## src/design/b64d_pkg.sv

```systemverilog
`default_nettype none
// ----------------------------------------------------------------------------
// b64d_pkg
// Shared types, character codes and the alphabet lookup of the base64 decoder.
// ----------------------------------------------------------------------------
package b64d_pkg;

	localparam int QUEUE_DEPTH_DEF = 4;

	localparam logic [7:0] CHAR_PAD   = 8'h3D;  // '='
	localparam logic [7:0] CHAR_CR    = 8'h0D;
	localparam logic [7:0] CHAR_LF    = 8'h0A;
	localparam logic [7:0] CHAR_SPACE = 8'h20;
	localparam logic [7:0] CHAR_PLUS  = 8'h2B;
	localparam logic [7:0] CHAR_SLASH = 8'h2F;

	localparam logic [1:0] GROUP_LAST = 2'd3;

	// Decoded bytes of one input character, most significant byte first.
	typedef struct packed {
		logic [23:0] bytes;
		logic [1:0]  nbytes;
		logic        fin;
		logic        err;
	} job_t;

	typedef struct packed {
		logic       ok;
		logic [5:0] value;
	} sextet_t;

	function automatic logic is_skip(input logic [7:0] c);
		return (c == CHAR_PAD) || (c == CHAR_CR) || (c == CHAR_LF) || (c == CHAR_SPACE);
	endfunction

	function automatic sextet_t sextet_of(input logic [7:0] c);
		sextet_t s;
		s.ok    = 1'b1;
		s.value = '0;
		if (c inside {[8'h41:8'h5A]}) begin
			s.value = 6'(c - 8'h41);
		end else if (c inside {[8'h61:8'h7A]}) begin
			s.value = 6'(c - 8'h61 + 8'd26);
		end else if (c inside {[8'h30:8'h39]}) begin
			s.value = 6'(c - 8'h30 + 8'd52);
		end else if (c == CHAR_PLUS) begin
			s.value = 6'd62;
		end else if (c == CHAR_SLASH) begin
			s.value = 6'd63;
		end else begin
			s.ok = 1'b0;
		end
		return s;
	endfunction

endpackage
`default_nettype wire

```

## src/design/b64d_front.sv

```systemverilog
`default_nettype none
// ----------------------------------------------------------------------------
// b64d_front
// Accepts characters, classifies them and collects sextets; emits one request
// per character that yields bytes or ends the message.
// ----------------------------------------------------------------------------
module b64d_front (
	input  wire logic         clk,
	input  wire logic         arst_n,
	input  wire logic         in_valid,
	output logic              in_ready,
	input  wire logic [7:0]   text_char,
	input  wire logic         final_char,
	input  wire logic         q_full,
	output logic              push,
	output b64d_pkg::job_t    job
);
	import b64d_pkg::*;

	logic [17:0] acc_q, acc_d;
	logic [1:0]  cnt_q, cnt_d;
	logic        err_q, err_d;
	logic        accept;
	sextet_t     sx;
	logic [23:0] bytes;
	logic [1:0]  nb;

	assign in_ready = !q_full;
	assign accept   = in_valid && in_ready;

	always_comb begin
		sx    = sextet_of(text_char);
		acc_d = acc_q;
		cnt_d = cnt_q;
		err_d = err_q;
		bytes = '0;
		nb    = 2'd0;
		if (!is_skip(text_char)) begin
			if (!sx.ok) begin
				err_d = 1'b1;
			end else if (!err_q) begin
				if (cnt_q == GROUP_LAST) begin
					bytes = {acc_q, sx.value};
					nb    = 2'd3;
					acc_d = '0;
					cnt_d = 2'd0;
				end else begin
					acc_d = {acc_q[11:0], sx.value};
					cnt_d = cnt_q + 2'd1;
				end
			end
		end
		// flush a partial group; a lone sextet is malformed
		if (final_char && !err_d) begin
			case (cnt_d)
				2'd2: begin
					bytes = {acc_d[11:4], 16'h0000};
					nb    = 2'd1;
				end
				2'd3: begin
					bytes = {acc_d[17:10], acc_d[9:2], 8'h00};
					nb    = 2'd2;
				end
				2'd1: begin
					err_d = 1'b1;
				end
				default: begin
				end
			endcase
		end
	end

	always_comb begin
		job.bytes  = bytes;
		job.nbytes = nb;
		job.fin    = final_char;
		job.err    = err_d;
		push       = accept && ((nb != 2'd0) || final_char);
	end

	always_ff @(posedge clk or negedge arst_n) begin
		if (!arst_n) begin
			acc_q <= '0;
			cnt_q <= '0;
			err_q <= 1'b0;
		end else if (accept) begin
			if (final_char) begin
				acc_q <= '0;
				cnt_q <= '0;
				err_q <= 1'b0;
			end else begin
				acc_q <= acc_d;
				cnt_q <= cnt_d;
				err_q <= err_d;
			end
		end
	end

endmodule
`default_nettype wire

```

## src/design/b64d_queue.sv

```systemverilog
`default_nettype none
// ----------------------------------------------------------------------------
// b64d_queue
// Small FIFO of decode requests between the front and back parts.
// ----------------------------------------------------------------------------
module b64d_queue #(
	parameter int DEPTH = b64d_pkg::QUEUE_DEPTH_DEF
) (
	input  wire logic         clk,
	input  wire logic         arst_n,
	input  wire logic         push,
	input  wire b64d_pkg::job_t wdata,
	input  wire logic         pop,
	output b64d_pkg::job_t    rdata,
	output logic              full,
	output logic              empty
);
	import b64d_pkg::*;

	localparam int AW = (DEPTH > 1) ? $clog2(DEPTH) : 1;
	localparam int CW = $clog2(DEPTH + 1);
	localparam logic [AW-1:0] LAST_PTR = AW'(DEPTH - 1);
	localparam logic [CW-1:0] FULL_CNT = CW'(DEPTH);

	job_t          mem_q [DEPTH];
	logic [AW-1:0] wptr_q, rptr_q;
	logic [CW-1:0] cnt_q;
	logic          do_push, do_pop;

	assign full    = (cnt_q == FULL_CNT);
	assign empty   = (cnt_q == '0);
	assign do_push = push && !full;
	assign do_pop  = pop && !empty;
	assign rdata   = mem_q[rptr_q];

	always_ff @(posedge clk) begin
		if (do_push) begin
			mem_q[wptr_q] <= wdata;
		end
	end

	always_ff @(posedge clk or negedge arst_n) begin
		if (!arst_n) begin
			wptr_q <= '0;
			rptr_q <= '0;
			cnt_q  <= '0;
		end else begin
			if (do_push) begin
				wptr_q <= (wptr_q == LAST_PTR) ? '0 : wptr_q + AW'(1);
			end
			if (do_pop) begin
				rptr_q <= (rptr_q == LAST_PTR) ? '0 : rptr_q + AW'(1);
			end
			if (do_push && !do_pop) begin
				cnt_q <= cnt_q + CW'(1);
			end else if (do_pop && !do_push) begin
				cnt_q <= cnt_q - CW'(1);
			end
		end
	end

endmodule
`default_nettype wire

```

## src/design/b64d_back.sv

```systemverilog
`default_nettype none
// ----------------------------------------------------------------------------
// b64d_back
// Unpacks each request into result items into an output register, one per
// cycle while that register is empty or out_ready takes it.
// ----------------------------------------------------------------------------
module b64d_back (
	input  wire logic         clk,
	input  wire logic         arst_n,
	input  wire b64d_pkg::job_t head,
	input  wire logic         q_empty,
	output logic              pop,
	output logic              out_valid,
	input  wire logic         out_ready,
	output logic [7:0]        data_byte,
	output logic              byte_valid,
	output logic              run_last,
	output logic              message_end,
	output logic              bad_message
);
	import b64d_pkg::*;

	logic [1:0] idx_q;
	logic [1:0] total_m1;
	logic       last;
	logic       load;
	logic       take;
	logic [7:0] sel_byte;
	logic       out_valid_q;
	logic [7:0] data_q;
	logic       bvalid_q, rlast_q, mend_q, bad_q;

	always_comb begin
		total_m1 = (head.nbytes == 2'd0) ? 2'd0 : head.nbytes - 2'd1;
		last     = (idx_q == total_m1);
		load     = !out_valid_q || out_ready;
		take     = load && !q_empty;
		pop      = take && last;
		case (idx_q)
			2'd0:    sel_byte = head.bytes[23:16];
			2'd1:    sel_byte = head.bytes[15:8];
			default: sel_byte = head.bytes[7:0];
		endcase
	end

	always_ff @(posedge clk or negedge arst_n) begin
		if (!arst_n) begin
			idx_q       <= '0;
			out_valid_q <= 1'b0;
		end else begin
			if (take) begin
				idx_q <= last ? 2'd0 : idx_q + 2'd1;
			end
			if (load) begin
				out_valid_q <= !q_empty;
			end
		end
	end

	always_ff @(posedge clk) begin
		if (take) begin
			data_q   <= (head.nbytes == 2'd0) ? 8'h00 : sel_byte;
			bvalid_q <= (head.nbytes != 2'd0);
			rlast_q  <= last;
			mend_q   <= last && head.fin;
			bad_q    <= last && head.fin && head.err;
		end
	end

	assign out_valid   = out_valid_q;
	assign data_byte   = data_q;
	assign byte_valid  = bvalid_q;
	assign run_last    = rlast_q;
	assign message_end = mend_q;
	assign bad_message = bad_q;

endmodule
`default_nettype wire

```

## src/design/base64_stream_decoder_core.sv

```systemverilog
`default_nettype none
// ----------------------------------------------------------------------------
// base64_stream_decoder_core
// Streaming base64 decoder: one character in, decoded bytes out.
// ----------------------------------------------------------------------------
// One character is taken per cycle while the request queue has room. Every
// fourth alphabet character yields three bytes, which leave one per cycle
// from the output register while out_ready is high, so the output side sets
// the pace of bursts: the queue (QUEUE_DEPTH requests) absorbs the three
// bytes of a completed group, for a sustained rate of one character per
// cycle while out_ready is high. '=', CR, LF and space are skipped. A bad
// character or a lone trailing sextet marks the message bad; bytes already
// decoded are still streamed, and the final result carries message_end
// with bad_message, so discard a message flagged bad. A final character
// that yields no byte produces one result with byte_valid low.
// ----------------------------------------------------------------------------
module base64_stream_decoder_core #(
	parameter int QUEUE_DEPTH = b64d_pkg::QUEUE_DEPTH_DEF
) (
	input  wire logic       clk,
	input  wire logic       arst_n,
	input  wire logic       in_valid,
	output logic            in_ready,
	input  wire logic [7:0] text_char,
	input  wire logic       final_char,
	output logic            out_valid,
	input  wire logic       out_ready,
	output logic [7:0]      data_byte,
	output logic            byte_valid,
	output logic            run_last,
	output logic            message_end,
	output logic            bad_message
);
	import b64d_pkg::*;

	job_t push_job, head_job;
	logic push, pop, q_full, q_empty;

	b64d_front u_front (
		.clk        (clk),
		.arst_n     (arst_n),
		.in_valid   (in_valid),
		.in_ready   (in_ready),
		.text_char  (text_char),
		.final_char (final_char),
		.q_full     (q_full),
		.push       (push),
		.job        (push_job)
	);

	b64d_queue #(
		.DEPTH (QUEUE_DEPTH)
	) u_queue (
		.clk    (clk),
		.arst_n (arst_n),
		.push   (push),
		.wdata  (push_job),
		.pop    (pop),
		.rdata  (head_job),
		.full   (q_full),
		.empty  (q_empty)
	);

	b64d_back u_back (
		.clk         (clk),
		.arst_n      (arst_n),
		.head        (head_job),
		.q_empty     (q_empty),
		.pop         (pop),
		.out_valid   (out_valid),
		.out_ready   (out_ready),
		.data_byte   (data_byte),
		.byte_valid  (byte_valid),
		.run_last    (run_last),
		.message_end (message_end),
		.bad_message (bad_message)
	);

endmodule
`default_nettype wire
```

## config.mk

```make
export PLATFORM = sky130hd
export DESIGN_NAME = base64_stream_decoder_core
export DESIGN_NICKNAME = d
export VERILOG_FILES = /design/src/design/b64d_pkg.sv /design/src/design/b64d_front.sv /design/src/design/b64d_queue.sv /design/src/design/b64d_back.sv /design/src/design/base64_stream_decoder_core.sv
export SDC_FILE = /design/constraint.sdc
export NUM_CORES = 1
export LEC_CHECK = 0
export BUFFER_PORTS_ARGS = -buffer_cell sky130_fd_sc_hd__buf_2
export CORE_UTILIZATION = 30
export DETAILED_ROUTE_END_ITERATION = 7
export SYNTH_ARGS = -nofsm -noshare
export SYNTH_HDL_FRONTEND = slang
export SYNTH_SLANG_ARGS = --single-unit
```

## constraint.sdc

```tcl
create_clock -name clk -period 4.3 [get_ports clk]
set_clock_uncertainty 0.2 [all_clocks]
set_input_delay 0.645 -clock clk [delete_from_list [all_inputs] [get_ports clk]]
set_output_delay 0.645 -clock clk [all_outputs]
set_load 0.005 [all_outputs]
```

## Word level (Yosys, flattened, before mapping)

Memories as Yosys holds them, arrays and structs flattened.
Cells that the tools add are included.

| cells by class | value |
|---|---|
| $add $sub $neg | 12 |
| $mul | 0 |
| div/mod/pow operators | 0 |
| magnitude comparators | 6 |
| eq/ne operators | 17 |
| shifts and indexed selects | 0 |
| mux-type cells | 46 |
| bitwise gates (word level) | 0 |
| reductions and logical operators | 33 |

Operators with widths:

| cell | count |
|---|---|
| $mux W24 | 5 |
| $mux W18 | 5 |
| $pmux W24 S2 | 1 |
| $eq A8 B6 Y1 const B | 4 |
| $mux W6 | 5 |
| $mux W2 | 14 |
| $eq A8 B4 Y1 const B | 2 |
| $ge A8 B7 Y1 const B | 2 |
| $le A8 B7 Y1 const B | 2 |
| $pmux W8 S2 | 1 |
| $logic_and A1 B1 Y1 | 14 |
| $mux W1 | 12 |
| $sub A6 B6 Y6 const B | 2 |
| $eq A2 B2 Y1 const B | 5 |
| $add A2 B1 Y2 const B | 4 |
| $ge A8 B6 Y1 const B | 1 |
| $le A8 B6 Y1 const B | 1 |
| $reduce_bool A2 Y1 | 4 |
| $add A6 B5 Y6 const B | 1 |
| $add A6 B6 Y6 const B | 1 |
| $logic_not A1 Y1 | 6 |
| $mux W3 | 2 |
| $sub A6 B1 Y6 const B | 1 |
| $logic_or A1 B1 Y1 | 5 |
| 11 further kinds | 14 |

| storage, ports and cells | value |
|---|---|
| bits in registers | 43 |
| bits in latches | 0 |
| RAM bits | 112 |
| memory bits (read-only) | 0 |
| input port bits | 13 |
| output and inout bits | 14 |
| logic and storage cells | 129 |
| memories kept | 1 |

Memory list:

| name | words | bits a word | rd ports | clocked after memory_dff | wr ports | RTL line | text |
|---|---|---|---|---|---|---|---|
| u_queue.mem_q | 4 | 28 | 1 | 0 | 1 | b64d_queue.sv:25 | `job_t mem_q [DEPTH];` |

## Longest topological paths before layout

| depth | value |
|---|---|
| word-level depth | 19 |
| gate-level depth with buffers | 15 |
| mapped depth without buffers | 14 |

## By module

From an unflattened synthesis, not the netlist that was laid out.

| second synthesis, totals | value |
|---|---|
| cell total of the unflattened synthesis | 522 |
| area total of the unflattened synthesis | 7409.6 um2 |

Modules (own cells, without submodules):

| module | instances | cells an instance | area an instance (um2) | seq. area each (um2) |
|---|---|---|---|---|
| b64d_queue | 1 | 183 | 4484.3 | 3538.4 |
| b64d_front | 1 | 272 | 2138.3 | 525.5 |
| b64d_back | 1 | 67 | 787.0 | 435.4 |

## Least setup slack after synthesis

OpenSTA, ideal clock, no wires.

| timing path | value |
|---|---|
| path kind | input to register |
| from | input text_char[2] |
| to | register u_queue.cnt_q[2] |
| setup time | 0.079 ns |
| data arrival time | 3.741 ns |
| data required time | 4.021 ns |
| path slack | 0.280 ns |
| stages on the path | 15 |
| buffers on the path | 1 |
| cells stage by stage | clkbuf_1 > inv_1 > ha_1 > nor2b_1 > o21ai_0 > a21boi_4 > a211oi_2 > a21oi_1 > nor2_1 > ha_1 > inv_1 > fa_1 > xor2_1 > nor2_1 > xor2_1 |

| on the way | value |
|---|---|
| word-level cells in the longest chain between the ends | 18 |
| elaborated cells on any way between the ends | 44 |
| those cells by class | order compare: 6; eq/ne: 8; mux: 14; reduce/logical: 16 |

Ends and longest elaborated chain:

| what | RTL line | text |
|---|---|---|
| start, declared | base64_stream_decoder_core.sv:24 | `input wire logic [7:0] text_char,` |
| branches (longest 10 deep; another with $ge A8 B6 Y1) | -- |  |
| $mux W2 (*) | b64d_front.sv:54 | `if (final_char && !err_d) begin` |
| $reduce_bool A2 Y1 (*) | b64d_front.sv:78 | `push = accept && ((nb != 2'd0) \|\| final_char);` |
| $logic_or A1 B1 Y1 (*) | b64d_front.sv:78 |  |
| $logic_and A1 B1 Y1 (*) | b64d_front.sv:78 |  |
| $logic_and A1 B1 Y1 (*) | b64d_queue.sv:32 | `assign do_push = push && !full;` |
| via u_queue.do_push | b64d_queue.sv:28 | `logic do_push, do_pop;` |
| $logic_not A1 Y1 | b64d_queue.sv:56 | `end else if (do_pop && !do_push) begin` |
| $logic_and A1 B1 Y1 | b64d_queue.sv:56 |  |
| $reduce_bool A2 Y1 (no line) | -- |  |
| end signal, assigned | b64d_queue.sv:55 | `cnt_q <= cnt_q + CW'(1);` |
| end signal, assigned | b64d_queue.sv:57 | `cnt_q <= cnt_q - CW'(1);` |
| end, declared | b64d_queue.sv:27 | `logic [CW-1:0] cnt_q;` |

Mark *: on every way through the listed nets, which the timed path passes.
A chain may end at the register's enable or synchronous reset.

## Final worst setup path

Ends and elaborated chain as after synthesis.

==> flow_results.org <==
** Die
- DIE WIDTH :: 157 microns
- Core area :: 23,500 sq um
- The die covers around 25,000 sq um.
- Die span in y :: 157 microns
- Starting utilization of the core area :: 0.306
- Number of core rows :: 56
- Number of primary I/O pins :: 27

** Hold path
- The path class of the tightest hold or removal check is primary input to asynchronous set/reset pin.

** Route
- Wire per inst :: 17.8 microns
- Number of iterations in the first detailed-routing pass :: 6
- Starting DRT DRC Count :: 475
- DRT Wirelength :: between 15 and 20 mm
- In the routed layout, each cell is associated on average with a via count of about 5.
- Via count of the routed design :: roughly 4.5k
- Detail Route Antenna Nets :: 0
- Number of design rule violations left after detail routing :: 0

** Finish
- Summing all multi-input logic gate instances after layout gives 2520 sq um.
- Across the whole layout, storage elements account for 4500 sq um.
- Leaving out fill and tap cells, the most frequent cells in the layout are sky130_fd_sc_hd__edfxtp_1, sky130_fd_sc_hd__nand2_1, sky130_fd_sc_hd__a22oi_1.
- Net count, final :: 590
- Fraction of final layout cells with drive strength greater than 1 :: 0.198
- Leading cell type in the layout, fill and taps excluded :: sky130_fd_sc_hd__edfxtp_1
- After the flow finishes, the layout carries non-filler instances totaling between 800 and 900.
- With fillers left out, the area of the finished cells amounts to 8370 sq um.
- Filler cell count in the final layout :: 2,292
- Antenna diode count :: 0
- Area delta synth->final :: 16.2%

** CTS
- Post-CTS Resized :: 0
- Depth of the CTS H-tree :: 4
- Buffer count from post-CTS setup fixing :: 0
- Number of clock sinks :: 155
- For this design, the CTS-stage hold fixing added 0 buffers.
- The later pin in the worst-skew pair is clocked with a latency of 430 ps.
- Buffers inserted during clock tree synthesis total 17.
- After clock tree synthesis, the clock-pin slew on the worst setup and hold paths is 70 ps.
- CTS max path bufs :: 2
- CTS Root Buffer Type :: sky130_fd_sc_hd__clkbuf_16
- CTS tree :: built

** STA
- The worst path meets setup with 750 ps of slack.
- Setup violations remaining at the end of the flow were counted as 0.
- After routing, the total negative slack on setup checks comes to 0 ps.
- The final count of hold timing violations is 0.
- Worst relative slew slack :: 0.426
- For the pin with the worst max-slew slack, the measured transition is 859 ps.
- For the finished layout, the period the worst path requires is 3550 ps.
- Final period utilization :: 0.826
- The final count of pins violating max slew was 0.
- Max frequency :: 282 MHz
- Hold_ws :: between 100 and 150 ps
- Setup repair after global routing missed its margin :: false

** GRT
- The initial antenna violation count is 0.
- Global-route usage over all layers :: 0.136
- The via count of the first global-routing pass was 4,455.
- Entering global routing, the biggest net connects 32 pins.
- Wire length of the first global-routing pass :: 24.9 mm
- Overall overflow remaining after global route :: 0

** Yosys
- Dominant cell type by area after synthesis :: sky130_fd_sc_hd__edfxtp_1
- The share of synthesized area in the top cell type comes to 0.517.
- Number of flops mapped to enable cells by yosys :: ~120
- Dividing the synthesized area by the synthesized cell count gives 13.9 sq um.
- Cell count after synthesis :: 517
- The synthesized design contains 155 register bits.
- Mapped Nets :: 550
- Synth area leaders :: sky130_fd_sc_hd__edfxtp_1, sky130_fd_sc_hd__dfrtp_1, sky130_fd_sc_hd__mux4_2, sky130_fd_sc_hd__a22oi_1, sky130_fd_sc_hd__nand2_1
- Counting flops with an async set or reset pin after synthesis yields a share of 0.200.
- The Yosys step of the flow raised 0 warnings.
- Of the synthesized area, sequential elements account for 0.625.
- Unique cell type count in the Yosys netlist :: 60
- The synthesized netlist occupies a cell area of 7200 sq um.
- For this run, the leading register cell type out of synthesis is sky130_fd_sc_hd__edfxtp_1.

** Critical path
- In this run the worst setup path terminates at u_queue.cnt_q[2]$_DFFE_PN0P_.
- The startpoint identified for the worst register-to-register timing path is u_queue.rptr_q[0]$_DFFE_PN0P_.
- End of the worst register-to-register path :: u_queue.cnt_q[1]$_DFFE_PN0P_
- Across all register-to-register paths, the minimum setup slack is 1120 ps.
- Worst path bufs/invs :: 3
- Launching instance or port of the critical path :: text_char[2]
- Counting cells, the worst reg-to-reg path comes to 8.
- Max incr delay on CP :: between 500 and 600 ps
- Data on the critical path arrives at its endpoint at ~3700 ps.
- Endpoint kind of the worst setup timing path :: register
- Data on the critical path is required at its endpoint by 4450 ps.
- WP depth :: 15
- On the critical path, the stage with the largest delay is an instance of sky130_fd_sc_hd__or4b_1.
- Among the stages of the critical path, the cell type that occurs most often is sky130_fd_sc_hd__nor2_1.
- Grouping stages by cell kind, the critical path spends the most delay in adder cells.
- Traced cell by cell, the critical path runs through buf_2 > inv_1 > ha_1 > nor2_1 > or4b_1 > a21boi_4 > a211oi_2 > a21oi_1 > nor2_1 > ha_1 > inv_1 > fa_1 > xor2_1 > nor2_1 > xor2_1.
- By startpoint and endpoint, the worst setup path is classified as primary input to register.
- Worst Path Max Fanout :: 10
- The worst setup path is launched from a primary input.

** Place
- Count of input and output buffers :: 26
- Post-placement cell area :: 7820 sq um
- Placer Congestion :: 0.822
- Once detailed placement completed, the half-perimeter wirelength came to 10.4 mm.
- Placed instance count :: 857
- Timing analysis after detailed placement gives a worst setup slack of 306 ps.

** Run status
- Outcome :: finished, final reports clean

** Power
- Dividing total power by cell area gives a power density of just under 600 nW/um^2.
- VDD sags by at most around 0.28 mV.
- Leak Pwr :: roughly 0.0029 uW

** Flow run
- Count of max-cap constraint violations :: 0
==> sequential cells by signal, indices dropped and copies added, names as in the netlist <==
name                flops
u_queue.mem_q         112
u_back.run_last         1
u_back.message_end      1
u_back.bad_message      1
u_queue.wptr_q          2
u_queue.cnt_q           3
u_front.err_q           1
u_front.cnt_q           2
u_front.acc_q          18
u_back.byte_valid       1
u_back.data_byte        8
u_back.out_valid        1
u_queue.rptr_q          2
u_back.idx_q            2
==> logic make-up after synthesis <==
family                     synth area share
adders and majority gates            0.0358
AOI/OAI and AO/OA                     0.127
buffers and inverters                0.0250
DFF                                   0.625
muxes                                0.0966
xor gates and xnor gates            0.00730
and+or+nand+nor                      0.0837
==> cells in the mapped netlist (3+ instances only) <==
master and number:
sky130_fd_sc_hd__a2bb2oi_1 3, sky130_fd_sc_hd__clkbuf_1 15, sky130_fd_sc_hd__o31ai_1 4, sky130_fd_sc_hd__nand2b_1 3, sky130_fd_sc_hd__and3_1 6, sky130_fd_sc_hd__nor2b_1 3
sky130_fd_sc_hd__inv_1 18, sky130_fd_sc_hd__nand2_1 64, sky130_fd_sc_hd__mux4_2 28, sky130_fd_sc_hd__ha_1 19, sky130_fd_sc_hd__nor3_1 4, sky130_fd_sc_hd__xor2_1 3
sky130_fd_sc_hd__o221ai_1 6, sky130_fd_sc_hd__nand3_1 5, sky130_fd_sc_hd__a22oi_1 35, sky130_fd_sc_hd__nor2_1 20, sky130_fd_sc_hd__and2_1 13, sky130_fd_sc_hd__edfxtp_1 124
sky130_fd_sc_hd__dfrtp_1 31, sky130_fd_sc_hd__a31oi_1 4, sky130_fd_sc_hd__a21oi_1 16, sky130_fd_sc_hd__buf_1 4, sky130_fd_sc_hd__mux2_2 4, sky130_fd_sc_hd__xnor2_1 3
sky130_fd_sc_hd__a32o_1 6, sky130_fd_sc_hd__a21o_1 4, sky130_fd_sc_hd__buf_2 5, sky130_fd_sc_hd__o21ai_0 27
==> worst reg2reg max path: cells and delay by family, from the launching register on <==
| kind | cells | cell delay (ps) |
|---|---|---|
| flops | 1 | 440 |
| mux | 2 | 650 |
| buf+inv | 1 | 90 |
| compound gates | 1 | 580 |
| simple gates | 2 | 410 |
| fa+ha+maj | 2 | 700 |
==> through the flow <==
step / power (uW) / utilization
final: 4930 / 0.355
after global routing: 5200 / 0.355
after CTS: 4980 / 0.355
after detailed placement: 3590 / 0.332
after global placement: 3540 / 0.332
after floorplan: 3110 / -
==> per-layer routing <==
metal	global-route usage	up-vias	part of all wire	wire length, microns
met2	0.211	162	0.47	7460
met1	0.184	2253	0.46	7230
met4	0.0448	0	0.012	191
li1	-	2100	-	-
met5	0	-	0	0
met3	0.0361	17	0.058	912
==> layout make-up <==
class	instances	area share
Timing Repair Buffer	47	0.0389
Multi-Input combinational cell	318	0.302
Clock buffer	18	0.0513
Tap cell	319	0.0477
Inverter	18	0.00808
Sequential cell	155	0.538
Clock inverter	14	0.0145
==> power by group <==
group,internal [uW],switching (uW)
clock,794,601
combinational,627,761
sequential,1950,197
total,3370,1560
==> worst min-delay path by stage <==
stage | from | end | slack, ps | depth (start not counted)
after floorplan | arst_n | u_back.idx_q[0]$_DFFE_PN0P_ | 150 | 0
after global placement | u_back.out_valid$_DFFE_PN0N_ | u_back.out_valid$_DFFE_PN0N_ | 280 | 2
after detailed placement | u_queue.cnt_q[2]$_DFFE_PN0P_ | u_queue.cnt_q[2]$_DFFE_PN0P_ | 290 | 1
after CTS | arst_n | u_front.acc_q[11]$_DFFE_PN0P_ | 130 | 1
after global routing | arst_n | u_front.acc_q[11]$_DFFE_PN0P_ | 150 | 1
final | arst_n | u_back.idx_q[0]$_DFFE_PN0P_ | 100 | 1
(Power assumes the default switching activity.)
